### config.mk
export PLATFORM = sky130hd
export DESIGN_NAME = quoted_argument_tokenizer_top
export DESIGN_NICKNAME = d
export VERILOG_FILES = /design/src/hw/rtl/qat_pkg.sv /design/src/hw/rtl/qat_parse.sv /design/src/hw/rtl/qat_resq.sv /design/src/hw/rtl/quoted_argument_tokenizer_top.sv
export VERILOG_INCLUDE_DIRS = /design/src /design/src/hw/rtl
export SDC_FILE = /design/constraint.sdc
export NUM_CORES = 1
export LEC_CHECK = 0
export BUFFER_PORTS_ARGS = -buffer_cell sky130_fd_sc_hd__buf_2
export CAP_MARGIN = 10
export CELL_PAD_IN_SITES_DETAIL_PLACEMENT = 1
export CELL_PAD_IN_SITES_GLOBAL_PLACEMENT = 2
export CORE_MARGIN = 10
export CORE_UTILIZATION = 45
export CTS_CLUSTER_DIAMETER = 40
export DETAILED_ROUTE_END_ITERATION = 8
export GPL_ROUTABILITY_DRIVEN = 0
export PLACE_DENSITY = 0.92
export SKIP_CTS_REPAIR_TIMING = 1
export SLEW_MARGIN = 0
export SYNTH_ARGS = -nofsm -noshare
export SYNTH_HDL_FRONTEND = slang
export SYNTH_SLANG_ARGS = --single-unit
### constraint.sdc
create_clock -name clk -period 6.1 [get_ports clk]
set_input_delay 0.305 -clock clk [delete_from_list [all_inputs] [get_ports clk]]
set_output_delay 0.305 -clock clk [all_outputs]
set_load 0.01 [all_outputs]
### src/hw/rtl/quoted_argument_tokenizer_top_macros.svh
// Assertion macros for the quoted argument tokenizer
`ifndef QUOTED_ARGUMENT_TOKENIZER_TOP_MACROS_SVH
`define QUOTED_ARGUMENT_TOKENIZER_TOP_MACROS_SVH

// Condition that must hold at every clock edge outside reset
`define QAT_ASSERT_ALWAYS(lbl, cond, msg) \
  lbl: assert property (@(posedge clk) disable iff (rst) (cond)) else $error(msg);

// Implication checked at every clock edge outside reset
`define QAT_ASSERT_IMPL(lbl, ante, cons, msg) \
  lbl: assert property (@(posedge clk) disable iff (rst) (ante) |-> (cons)) else $error(msg);

// Implication whose consequent is checked at the next clock edge outside reset
`define QAT_ASSERT_NEXT(lbl, ante, cons, msg) \
  lbl: assert property (@(posedge clk) disable iff (rst) (ante) |=> (cons)) else $error(msg);

`endif

### src/hw/rtl/qat_pkg.sv
// Types, constants and helpers shared by the tokenizer modules
package qat_pkg;

  localparam int MaxArgs = 12;
  localparam int CntW    = $clog2(MaxArgs + 1);
  localparam int MaxRes  = 3;
  localparam int QDepth  = 4;
  localparam int QAW     = $clog2(QDepth);
  localparam int QLevW   = $clog2(QDepth + 1);
  localparam int TdataW  = 24;

  localparam logic [7:0] ChSpace = 8'h20;
  localparam logic [7:0] ChTab   = 8'h09;
  localparam logic [7:0] ChBslash = 8'h5C;
  localparam logic [7:0] ChDquote = 8'h22;
  localparam logic [7:0] ChSquote = 8'h27;

  typedef enum logic [1:0] {
    KindByte = 2'd0,
    KindEnd  = 2'd1,
    KindLine = 2'd2
  } kind_t;

  typedef enum logic [1:0] {
    StOk        = 2'd0,
    StUnmatched = 2'd1,
    StOverflow  = 2'd2
  } status_t;

  typedef enum logic [2:0] {
    ModeBetween = 3'b001,
    ModePlain   = 3'b010,
    ModeQuoted  = 3'b100
  } mode_t;

  typedef struct packed {
    kind_t      kind;
    logic [7:0] out_byte;
    logic [3:0] token_index;
    status_t    status;
    logic [3:0] arg_count;
    logic       last;
  } res_t;

  function automatic res_t mk_res(kind_t k, logic [7:0] b, logic [3:0] idx,
                                  status_t st, logic [3:0] cnt);
    res_t r;
    r.kind        = k;
    r.out_byte    = b;
    r.token_index = idx;
    r.status      = st;
    r.arg_count   = cnt;
    r.last        = 1'b0;
    return r;
  endfunction

endpackage

### src/hw/rtl/qat_parse.sv
// Tokenizer state and the result words produced for one input word
module qat_parse (
  input  logic            clk,
  input  logic            rst,
  input  logic            step,
  input  logic [7:0]      in_byte,
  input  logic            line_end,
  output qat_pkg::res_t   res [qat_pkg::MaxRes],
  output logic [1:0]      res_n
);

  qat_pkg::mode_t             mode, mode_next;
  logic                       dquote, dquote_next;
  logic                       esc, esc_next;
  logic [qat_pkg::CntW-1:0]   cnt, cnt_next;
  logic                       ovf, ovf_next;

  always_comb begin
    logic [1:0]               k;
    logic [qat_pkg::CntW-1:0] cur;
    logic                     sep;
    logic                     is_quote;
    qat_pkg::status_t         st;
    k           = 2'd0;
    cur         = (cnt != '0) ? cnt - qat_pkg::CntW'(1) : '0;
    sep         = (in_byte == qat_pkg::ChSpace) || (in_byte == qat_pkg::ChTab);
    is_quote    = (in_byte == qat_pkg::ChSquote) || (in_byte == qat_pkg::ChDquote);
    st          = qat_pkg::StOk;
    mode_next   = mode;
    dquote_next = dquote;
    esc_next    = esc;
    cnt_next    = cnt;
    ovf_next    = ovf;
    for (int i = 0; i < qat_pkg::MaxRes; i++) begin
      res[i] = '0;
    end

    if (line_end) begin
      if (ovf) begin
        st = qat_pkg::StOverflow;
      end else if (mode != qat_pkg::ModeBetween) begin
        // trailing backslash stays a literal byte
        if (esc) begin
          res[k] = qat_pkg::mk_res(qat_pkg::KindByte, qat_pkg::ChBslash, 4'(cur),
                                   qat_pkg::StOk, 4'd0);
          k = k + 2'd1;
        end
        if (mode == qat_pkg::ModePlain) begin
          res[k] = qat_pkg::mk_res(qat_pkg::KindEnd, 8'h00, 4'(cur), qat_pkg::StOk, 4'd0);
          k = k + 2'd1;
        end else begin
          st = qat_pkg::StUnmatched;
        end
      end
      res[k] = qat_pkg::mk_res(qat_pkg::KindLine, 8'h00, 4'd0, st, 4'(cnt));
      k = k + 2'd1;
      mode_next   = qat_pkg::ModeBetween;
      dquote_next = 1'b0;
      esc_next    = 1'b0;
      cnt_next    = '0;
      ovf_next    = 1'b0;
    end else if (!ovf) begin
      priority if (mode == qat_pkg::ModeBetween) begin
        if (sep) begin
          // skip separators
        end else if (cnt >= qat_pkg::CntW'(qat_pkg::MaxArgs)) begin
          ovf_next = 1'b1;
        end else begin
          cnt_next = cnt + qat_pkg::CntW'(1);
          esc_next = 1'b0;
          if (is_quote) begin
            mode_next   = qat_pkg::ModeQuoted;
            dquote_next = (in_byte == qat_pkg::ChDquote);
          end else if (in_byte == qat_pkg::ChBslash) begin
            mode_next = qat_pkg::ModePlain;
            esc_next  = 1'b1;
          end else begin
            mode_next = qat_pkg::ModePlain;
            res[k] = qat_pkg::mk_res(qat_pkg::KindByte, in_byte, 4'(cnt),
                                     qat_pkg::StOk, 4'd0);
            k = k + 2'd1;
          end
        end
      end else if (esc) begin
        esc_next = 1'b0;
        res[k] = qat_pkg::mk_res(qat_pkg::KindByte, in_byte, 4'(cur), qat_pkg::StOk, 4'd0);
        k = k + 2'd1;
      end else if (mode == qat_pkg::ModeQuoted) begin
        if (in_byte == (dquote ? qat_pkg::ChDquote : qat_pkg::ChSquote)) begin
          res[k] = qat_pkg::mk_res(qat_pkg::KindEnd, 8'h00, 4'(cur), qat_pkg::StOk, 4'd0);
          k = k + 2'd1;
          mode_next   = qat_pkg::ModeBetween;
          dquote_next = 1'b0;
        end else if (in_byte == qat_pkg::ChBslash) begin
          esc_next = 1'b1;
        end else begin
          res[k] = qat_pkg::mk_res(qat_pkg::KindByte, in_byte, 4'(cur),
                                   qat_pkg::StOk, 4'd0);
          k = k + 2'd1;
        end
      end else begin
        if (sep) begin
          res[k] = qat_pkg::mk_res(qat_pkg::KindEnd, 8'h00, 4'(cur), qat_pkg::StOk, 4'd0);
          k = k + 2'd1;
          mode_next = qat_pkg::ModeBetween;
        end else if (in_byte == qat_pkg::ChBslash) begin
          esc_next = 1'b1;
        end else begin
          res[k] = qat_pkg::mk_res(qat_pkg::KindByte, in_byte, 4'(cur),
                                   qat_pkg::StOk, 4'd0);
          k = k + 2'd1;
        end
      end
    end

    for (int i = 0; i < qat_pkg::MaxRes; i++) begin
      if (k != 2'd0 && 2'(i) == k - 2'd1) begin
        res[i].last = 1'b1;
      end
    end
    res_n = k;
  end

  always_ff @(posedge clk) begin
    if (rst) begin
      mode   <= qat_pkg::ModeBetween;
      dquote <= 1'b0;
      esc    <= 1'b0;
      cnt    <= '0;
      ovf    <= 1'b0;
    end else if (step) begin
      mode   <= mode_next;
      dquote <= dquote_next;
      esc    <= esc_next;
      cnt    <= cnt_next;
      ovf    <= ovf_next;
    end
  end

endmodule

### src/hw/rtl/qat_resq.sv
// Result queue: takes up to three words a cycle, hands out one
module qat_resq (
  input  logic                      clk,
  input  logic                      rst,
  input  qat_pkg::res_t             wr_data [qat_pkg::MaxRes],
  input  logic [1:0]                wr_n,
  input  logic                      rd,
  output qat_pkg::res_t             rd_data,
  output logic [qat_pkg::QLevW-1:0] level
);

  qat_pkg::res_t             mem [qat_pkg::QDepth];
  logic [qat_pkg::QAW-1:0]   wr_ptr;
  logic [qat_pkg::QAW-1:0]   rd_ptr;
  logic [qat_pkg::QLevW-1:0] level_next;

  assign rd_data    = mem[rd_ptr];
  assign level_next = level + qat_pkg::QLevW'(wr_n) - qat_pkg::QLevW'(rd);

  always_ff @(posedge clk) begin
    for (int i = 0; i < qat_pkg::MaxRes; i++) begin
      if (2'(i) < wr_n) begin
        mem[wr_ptr + qat_pkg::QAW'(i)] <= wr_data[i];
      end
    end
  end

  always_ff @(posedge clk) begin
    if (rst) begin
      wr_ptr <= '0;
      rd_ptr <= '0;
      level  <= '0;
    end else begin
      wr_ptr <= wr_ptr + qat_pkg::QAW'(wr_n);
      rd_ptr <= rd_ptr + qat_pkg::QAW'(rd);
      level  <= level_next;
    end
  end

endmodule

### src/hw/rtl/quoted_argument_tokenizer_top.sv
// Path: an accepted word waits in the input register; its results are written into the
// result queue when it has room, and m_tdata shows the queue head. Throughput: one word a
// cycle while not stalled; a line end gives up to three results, drained one a cycle while
// m_tready is high from a four-word queue whose single output port sets that rate; input
// stalls while more than one result waits. Reset: synchronous rst returns the tokenizer to
// between-arguments and empties the input register and the queue.
`include "quoted_argument_tokenizer_top_macros.svh"

module quoted_argument_tokenizer_top (
  input  logic                       clk,
  input  logic                       rst,
  input  logic                       s_tvalid,
  output logic                       s_tready,
  input  logic [7:0]                 s_tdata,   // [7:0] in_byte
  input  logic                       s_tlast,   // line_end
  output logic                       m_tvalid,
  input  logic                       m_tready,
  output logic [qat_pkg::TdataW-1:0] m_tdata,   // out_byte, token_index, status, arg_count
  output logic [1:0]                 m_tuser,   // kind
  output logic                       m_tlast    // last
);

  logic                      in_valid;
  logic [7:0]                in_byte_q;
  logic                      in_end_q;
  logic                      room;
  logic                      step;
  logic                      pop;
  qat_pkg::res_t             res [qat_pkg::MaxRes];
  logic [1:0]                res_n;
  qat_pkg::res_t             head;
  logic [qat_pkg::QLevW-1:0] level;

  // room for a full line-end burst without looking at m_tready
  assign room     = level <= qat_pkg::QLevW'(qat_pkg::QDepth - qat_pkg::MaxRes);
  assign step     = in_valid && room;
  assign s_tready = !in_valid || room;
  assign pop      = m_tvalid && m_tready;

  always_ff @(posedge clk) begin
    if (rst) begin
      in_valid <= 1'b0;
    end else if (s_tready) begin
      in_valid <= s_tvalid;
    end
  end

  always_ff @(posedge clk) begin
    if (s_tvalid && s_tready) begin
      in_byte_q <= s_tdata;
      in_end_q  <= s_tlast;
    end
  end

  qat_parse u_parse (
    .clk      (clk),
    .rst      (rst),
    .step     (step),
    .in_byte  (in_byte_q),
    .line_end (in_end_q),
    .res      (res),
    .res_n    (res_n)
  );

  qat_resq u_resq (
    .clk     (clk),
    .rst     (rst),
    .wr_data (res),
    .wr_n    (step ? res_n : 2'd0),
    .rd      (pop),
    .rd_data (head),
    .level   (level)
  );

  assign m_tvalid = level != '0;
  assign m_tdata  = {6'd0, head.arg_count, head.status, head.token_index, head.out_byte};
  assign m_tuser  = head.kind;
  assign m_tlast  = head.last;

  `QAT_ASSERT_ALWAYS(a_level_bound, level <= qat_pkg::QLevW'(qat_pkg::QDepth), "result queue overrun")
  `QAT_ASSERT_IMPL(a_line_is_last, m_tvalid && m_tuser == qat_pkg::KindLine, m_tlast, "line result not last")
  `QAT_ASSERT_NEXT(a_step_fills, step && in_end_q && !pop, level != '0, "line end gave no result")

endmodule

==> run_results.csv, run 1 <==
group,metric,value,unit
run_status,status,"finished clean",
floorplanning,core.rowCount,42,
power,switching_share,30.93,%
synthesis,async_flop_share,0,%
final_layout,num-nets-final,575,
global_routing,globalRouteMet1Util,24.46,%
clock_tree,cts_sinks,111,
synthesis,netlist_top_cells_area,"edfxtp_1 (45%), mux4_2 (7.6%), dfxtp_1 (5.8%), nor2_1 (3.4%), a211oi_1 (2.8%)",
power,power.share.combinational,26.7,%
routing,wl_per_cell,23.14,um
routing,vias,4528,
sta,timing.final.ws_setup,1585,ps
floorplanning,initial_core_util,46.46,%
sta,slew_viol_final,0,
job,drv_cap,0,
sta,finalCriticalPeriod,4515,ps
floorplanning,die_h,137.4,um
worst_hold_path,min_path_type,"in -> reg",
synthesis,synthFlopType,"edfxtp_1",
routing,wirelength,16.89,mm
sta,fin_worst_skew,8.242,ps
clock_tree,cts-root-buf,"clkbuf_16",
critical_path,cpMostUsedCell,"ha_1",
global_routing,grt_use_total,18.51,%
sta,rsz0062_at_grt,"false",
power,switchingPower,651.3,uW
global_routing,grt-ovfl-total,0,
routing,antenna_left,0,
synthesis,yosysTopAreaCellShare,45.04,%
synthesis,synth-edff-count,93,
synthesis,synth_compound_area_share,13.08,%
clock_tree,cts_made_buffers,9,
critical_path,slowest_delay,740,ps
synthesis,yosys.area_share.adder,2.542,%
worst_hold_path,whs_path_depth,1,
global_routing,grt_busiest_layer,"met2",
power,p_seq_share,45.1,%
clock_tree,cts_tree,"built",
sta,finalSetupViolCount,0,
sta,setup_tns,0,ps
final_layout,area_delta_synth_final,8.475,%
placement,placed_area,6432,sq um
final_layout,antennaDiodeCount,0,
synthesis,yosysTopAreaCell,"edfxtp_1",
sta,timing.final.crit_share,74.01,%
global_routing,grt_max_degree,30,
power,p_int,1.454,mW
synthesis,synthTopCellsByCount,"edfxtp_1 (93), nor2_1 (56), nand2_1 (33)",
power,irDropWorstVdd,0.0001747,V
final_layout,layout-drive-gt1-share,17.15,%
critical_path,start_kind,"register",
critical_path,rr_startpoint,"u_parse.mode[1]",
synthesis,syn_area_per_cell,11.55,sq um
floorplanning,die_area,18870,sq um
worst_hold_path,min_to,"in_byte_q[7]",
final_layout,multiInputGateArea,2790,sq um
worst_hold_path,hp-start,"s_tdata[7]",
sta,relSlewSlack,20.31,%
synthesis,synth.distinct_cells,70,
critical_path,end_kind,"register",
final_layout,regArea,3153,sq um
floorplanning,io-pin-count,42,
critical_path,crit_path_max_fanout,14,
critical_path,rrSetupSlack,1590,ps
critical_path,required,6170,ps
clock_tree,clock_latency,350,ps
critical_path,crit_slowest_cell,"a211oi_2",
global_routing,use_met2,30.07,%
global_routing,grt_pass1_wl,26.93,mm
global_routing,grt_use_met3,3.751,%
synthesis,syn_area,6201,sq um
final_layout,fill_cells,1450,
synthesis,synth-simple-area-share,16.65,%
placement,hpwl,12.09,mm
synthesis,yosys_warnings,0,
final_layout,final_cell_area,6726,sq um
critical_path,path_class,"reg -> reg",
floorplanning,core,13350,sq um
synthesis,ys_seq_area_share,50.85,%
critical_path,worstPathArrival,4590,ps
routing,dr.pass1.iters,5,
sta,tightest_slew,1194,ps
clock_tree,path_clk_slew,70,ps
floorplanning,die_w,137.4,um
synthesis,synth-seq-cells,111,
routing,drc,0,
routing,avgViaCountPerCell,6.203,
critical_path,path_cells,"nor3b_1 -> ha_1 -> nor2_1 -> nand2_1 -> ha_1 -> nor2b_1 -> nand4_1 -> a211oi_2 -> nor3_1",
global_routing,antenna_found_initial,0,
final_layout,utilization,50.39,%
clock_tree,htree_num_levels,3,
synthesis,synth_most_common_cell,"edfxtp_1",
sta,fmax,0.2215,GHz
synthesis,synth-xor-area-share,0.8475,%
synthesis,muxShareOfSynthArea,11.46,%
synthesis,synth_top_family_by_area,"simple AND/OR/NAND/NOR gates",
synthesis,syn_inst,537,
sta,hold_viol,0,
critical_path,crit-reg2reg-capture,"u_resq.mem[0][5]",
global_routing,grt_pass1_vias,4698,
placement,port-buffer-count,35,
power,power.density,313.1,nW/um^2
placement,dp_slack,1671,ps
critical_path,ff2ff_path_depth,9,
power,leakage,2.254,nW
power,clockPowerShare,28.3,%
clock_tree,clockBufferDepth,2,
routing,drtIter0Drc,442,
==> kinds of logic after synthesis <==
family | after synthesis
compound gates | 108
xor+xnor | 6
fa+ha+maj | 12
buf+inv | 59
flops | 111
mux | 44
other cells | 1
simple gates | 196
==> layout by cell type, fill, tap and decap left out, types with 3 or more instances in the layout <==
cell type,count
edfxtp_1,93
nor2_1,56
buf_2,35
nand2_1,33
a21oi_1,27
a211oi_1,23
mux4_2,21
nor3b_1,20
dfxtp_1,18
inv_1,17
nor3_1,17
mux2i_1,17
nand3_1,16
ha_1,11
o21ai_0,10
clkbuf_16,9
or3_1,8
nor2b_1,8
and3_1,6
o211ai_1,6
mux2_2,6
conb_1,6
and2_1,4
nand4_1,4
nor4_1,4
a311oi_1,4
buf_4,4
a21oi_2,3
xnor2_1,3
xor2_1,3
nand2b_1,3
a211o_1,3
==> power by group through the flow <==
| stage | Clock, mW | Sequential, mW | Combinational, mW |
|---|---|---|---|
| after floorplan | 0 | 0.930 | 0.423 |
| after global routing | 0.633 | 0.956 | 0.617 |
| final | 0.595 | 0.949 | 0.562 |
| after global placement | 0 | 0.960 | 0.543 |
| after detailed placement | 0 | 0.966 | 0.567 |
| after CTS | 0.605 | 0.949 | 0.570 |
==> sequential cells by signal (all words and copies together), names as in the netlist <==
| name | flops |
|---|---|
| u_parse.esc | 1 |
| u_resq.mem | 84 |
| in_byte_q | 8 |
| u_parse.mode | 3 |
| u_resq.level | 3 |
| u_parse.ovf | 1 |
| u_parse.dquote | 1 |
| u_resq.rd_ptr | 2 |
| u_resq.wr_ptr | 2 |
| in_valid | 1 |
| in_end_q | 1 |
| u_parse.cnt | 4 |
==> routing by layer <==
layer  vias to the layer above  wire, um  part of all wire (%)
met5                         -         0                     0
met4                         0       331                   2.0
met3                        21       907                   5.4
met2                       138      8194                    49
met1                      2296      7459                    44
li1                       2073         -                     -
==> critical path, delay by kind of cell, from the launching register on <==
kind | cells | cell delay [ps]
compound gates | 1 | 740
fa+ha+maj | 2 | 710
flops | 1 | 390
simple gates | 6 | 2390
==> final cells by class <==
cell class,count,area share [%]
inverters,17,0.9487
clock buffers,9,3.348
flip-flops and latches,111,46.87
multi-input cells,372,41.48
clock inverters,6,1.023
well taps,176,3.274
repair buffers,39,3.051
==> how the worst max path moves through the flow <==
stage / start / cells past startpoint / end / slack [ps]
final: u_parse.mode[1] / 9 / u_resq.mem[0][5] / 1590
after global routing: u_parse.mode[1] / 9 / u_resq.mem[0][5] / 1130
after CTS: u_parse.mode[1] / 9 / u_resq.mem[0][2] / 1600
after detailed placement: u_parse.mode[1] / 9 / u_resq.mem[0][7] / 1670
after global placement: u_parse.mode[1] / 9 / u_resq.mem[0][6] / 1900
after floorplan: u_parse.mode[1] / 10 / u_resq.mem[3][0] / 2130
==> through the flow <==
stage | hold WS [ps] | std cells | total power, mW
after floorplan | 403.9 | 542 | 1.354
after global placement | 468.5 | 715 | 1.503
after detailed placement | 481.0 | 715 | 1.533
after CTS | 109.2 | 730 | 2.124
after global routing | 108.9 | 730 | 2.206
final | 119.3 | 730 | 2.106
Power figures use the tool's default switching activity.
==> run 2: changes to the inputs <==
- CORE_UTILIZATION: 45 -> 37
- PLACE_DENSITY: 0.92 -> 0.82
- clock period: 6.1 -> 3.8 ns (I/O delays scaled with it)
==> run 2 against run 1 <==
Core utilization shrank 7.9 points. Clock power increased by 55%. Count of clock-buffer cells in the layout unchanged. Via count grew 2.0%. Design area increased by 4.4%. Clock skew is 4.5 ps higher. Largest power group unchanged. Setup slack got worse by 1200 ps. Critical endpoint is now u_resq.mem[2][19]. Power grew 60%. Largest cell class unchanged.
==> run_results.csv, run 2 (same netlist as run 1, synthesis figures left out) <==
group,metric,value,unit
worst_hold_path,min_path_type,"in -> reg",
final_layout,final_cell_area,7025,sq um
critical_path,rrSetupSlack,370,ps
routing,drc,0,
power,p_seq_share,44.7,%
sta,tightest_slew,930.2,ps
routing,dr.pass1.iters,7,
final_layout,final_cell_mix,"edfxtp_1 (93), nor2_1 (56), buf_2 (35)",
clock_tree,cts_sinks,111,
clock_tree,cts_made_buffers,9,
routing,vias,4618,
global_routing,grt_max_degree,22,
sta,timing.final.crit_share,90.15,%
routing,antenna_left,0,
final_layout,area_delta_synth_final,13.30,%
critical_path,start_kind,"register",
final_layout,top_regs,"u_resq.mem x84, in_byte_q x8, u_parse.cnt x4",
floorplanning,die_area,22340,sq um
global_routing,grt_use_total,16.11,%
power,irDropWorstVdd,0.0003253,V
power,clockPowerShare,27.3,%
global_routing,antenna_found_initial,0,
job,drv_cap,0,
sta,rsz0062_at_grt,"false",
routing,wl_per_cell,22.08,um
critical_path,required,3890,ps
critical_path,worstPathArrival,3510,ps
routing,wirelength,17.71,mm
final_layout,final_common_cell,"edfxtp_1",
critical_path,end_kind,"register",
sta,relSlewSlack,37.47,%
floorplanning,io-pin-count,42,
clock_tree,clockBufferDepth,2,
sta,fmax,0.2919,GHz
final_layout,largest_reg_flops,84,
placement,port-buffer-count,35,
critical_path,path_class,"reg -> reg",
final_layout,num-nets-final,602,
placement,hpwl,12.80,mm
critical_path,crit_end,"u_resq.mem[2][19]",
clock_tree,clock_latency,360,ps
power,power.share.combinational,28.0,%
run_status,status,"finished clean",
global_routing,grt-ovfl-total,0,
critical_path,ff2ff_path_depth,11,
critical_path,path_cells,"nor3b_1 -> ha_1 -> nor2_1 -> nand2_1 -> ha_1 -> nand2b_1 -> nor3_1 -> nand2_1 -> buf_4 -> a21oi_1 -> a211oi_1",
floorplanning,core.rowCount,47,
final_layout,antennaDiodeCount,0,
floorplanning,die_h,149.5,um
final_layout,final_cells,802,
floorplanning,die_w,149.5,um
clock_tree,cts-root-buf,"clkbuf_16",
sta,slew_viol_final,0,
clock_tree,cts_tree,"built",
routing,drtIter0Drc,301,
placement,place_inst,779,
global_routing,grt_pass1_vias,4837,
final_layout,largest_register,"u_resq.mem",
clock_tree,htree_num_levels,3,
final_layout,utilization,42.52,%
critical_path,crit_slowest_cell,"a21oi_1",
sta,hold_viol,0,
critical_path,crit_path_max_fanout,11,
power,switchingPower,1.078,mW
power,power.density,480.9,nW/um^2
global_routing,grt_pass1_wl,28.00,mm
final_layout,fill_cells,1790,
sta,finalCriticalPeriod,3426,ps
critical_path,crit_start,"u_parse.mode[1]",
final_layout,layout-drive-gt1-share,20.27,%
critical_path,slowest_delay,420,ps
sta,finalSetupViolCount,0,
floorplanning,core,16520,sq um
critical_path,rr_startpoint,"u_parse.mode[1]",
floorplanning,initial_core_util,37.53,%
sta,setup_tns,0,ps
power,p_int,2.300,mW
routing,avgViaCountPerCell,5.758,
power,leakage,2.381,nW
clock_tree,path_clk_slew,80,ps
power,switching_share,31.92,%
critical_path,crit-reg2reg-capture,"u_resq.mem[2][19]",
sta,fin_worst_skew,12.79,ps
placement,placed_area,6663,sq um
==> run 2: cell count changes in the layout (fill, tap and decap cells not counted), sizes merged <==
cell | previous run | this run
clkinv | 3 | 2
clkinvlp | 0 | 2
buf | 39 | 59
dlygate4sd3 | 0 | 7
inv | 19 | 20
bufinv | 1 | 0
==> run 2: power groups by stage <==
stage | Sequential [mW] | Combinational, mW | Clock [mW]
global route | 1.52 | 1.04 | 0.992
floorplan | 1.49 | 0.680 | 0
global placement | 1.53 | 0.926 | 0
CTS | 1.51 | 0.955 | 0.942
finish | 1.51 | 0.945 | 0.924
detailed placement | 1.54 | 0.949 | 0
==> run 2: through the flow <==
stage | worst slack (ps) | power, mW | hold slack, ps
finish | 374.1 | 3.378 | 1.990
global route | 44.59 | 3.559 | 1.094
CTS | 262.4 | 3.406 | -5.306
detailed placement | 318.0 | 2.486 | 368.8
global placement | 331.6 | 2.453 | 367.2
floorplan | 237.3 | 2.173 | 288.9
==> run 2: worst max-delay path, delay by kind of cell (launching register included) <==
kind                       cells  cell delay, ps
adders and majority gates      2             620
DFF                            1             390
AOI/OAI and AO/OA              2             560
buffers and inverters          1             210
and+or+nand+nor                6            1370
==> run 2: layer usage <==
layer  share of wire [%]  GRT usage [%]  vias to the layer above
met5                   0              0                        -
met4                 1.0          3.582                        0
met3                 3.8          3.050                       13
met2                  51          27.90                       98
met1                  45          20.35                     2367
li1                    -              -                     2140
==> run 2: worst min path at each step <==
| stage | cells past startpoint | slack, ps | start | endpoint |
|---|---|---|---|---|
| floorplan | 0 | 290 | s_tdata[0] | in_byte_q[0] |
| global placement | 1 | 370 | s_tdata[5] | in_byte_q[5] |
| detailed placement | 1 | 370 | s_tdata[3] | in_byte_q[3] |
| CTS | 1 | -5 | s_tdata[2] | in_byte_q[2] |
| global route | 1 | 1 | s_tdata[7] | in_byte_q[7] |
| finish | 1 | 2 | s_tdata[7] | in_byte_q[7] |
==> run 2: layout make-up <==
type | instances | area, sq um | area share, %
Multi-Input combinational cell | 372 | 2803 | 39.89
Timing Repair Buffer | 66 | 450.4 | 6.411
Sequential cell | 111 | 3153 | 44.88
Inverter | 17 | 63.81 | 0.9083
Clock inverter | 7 | 55.05 | 0.7836
Clock buffer | 9 | 225.2 | 3.206
Tap cell | 220 | 275.3 | 3.918
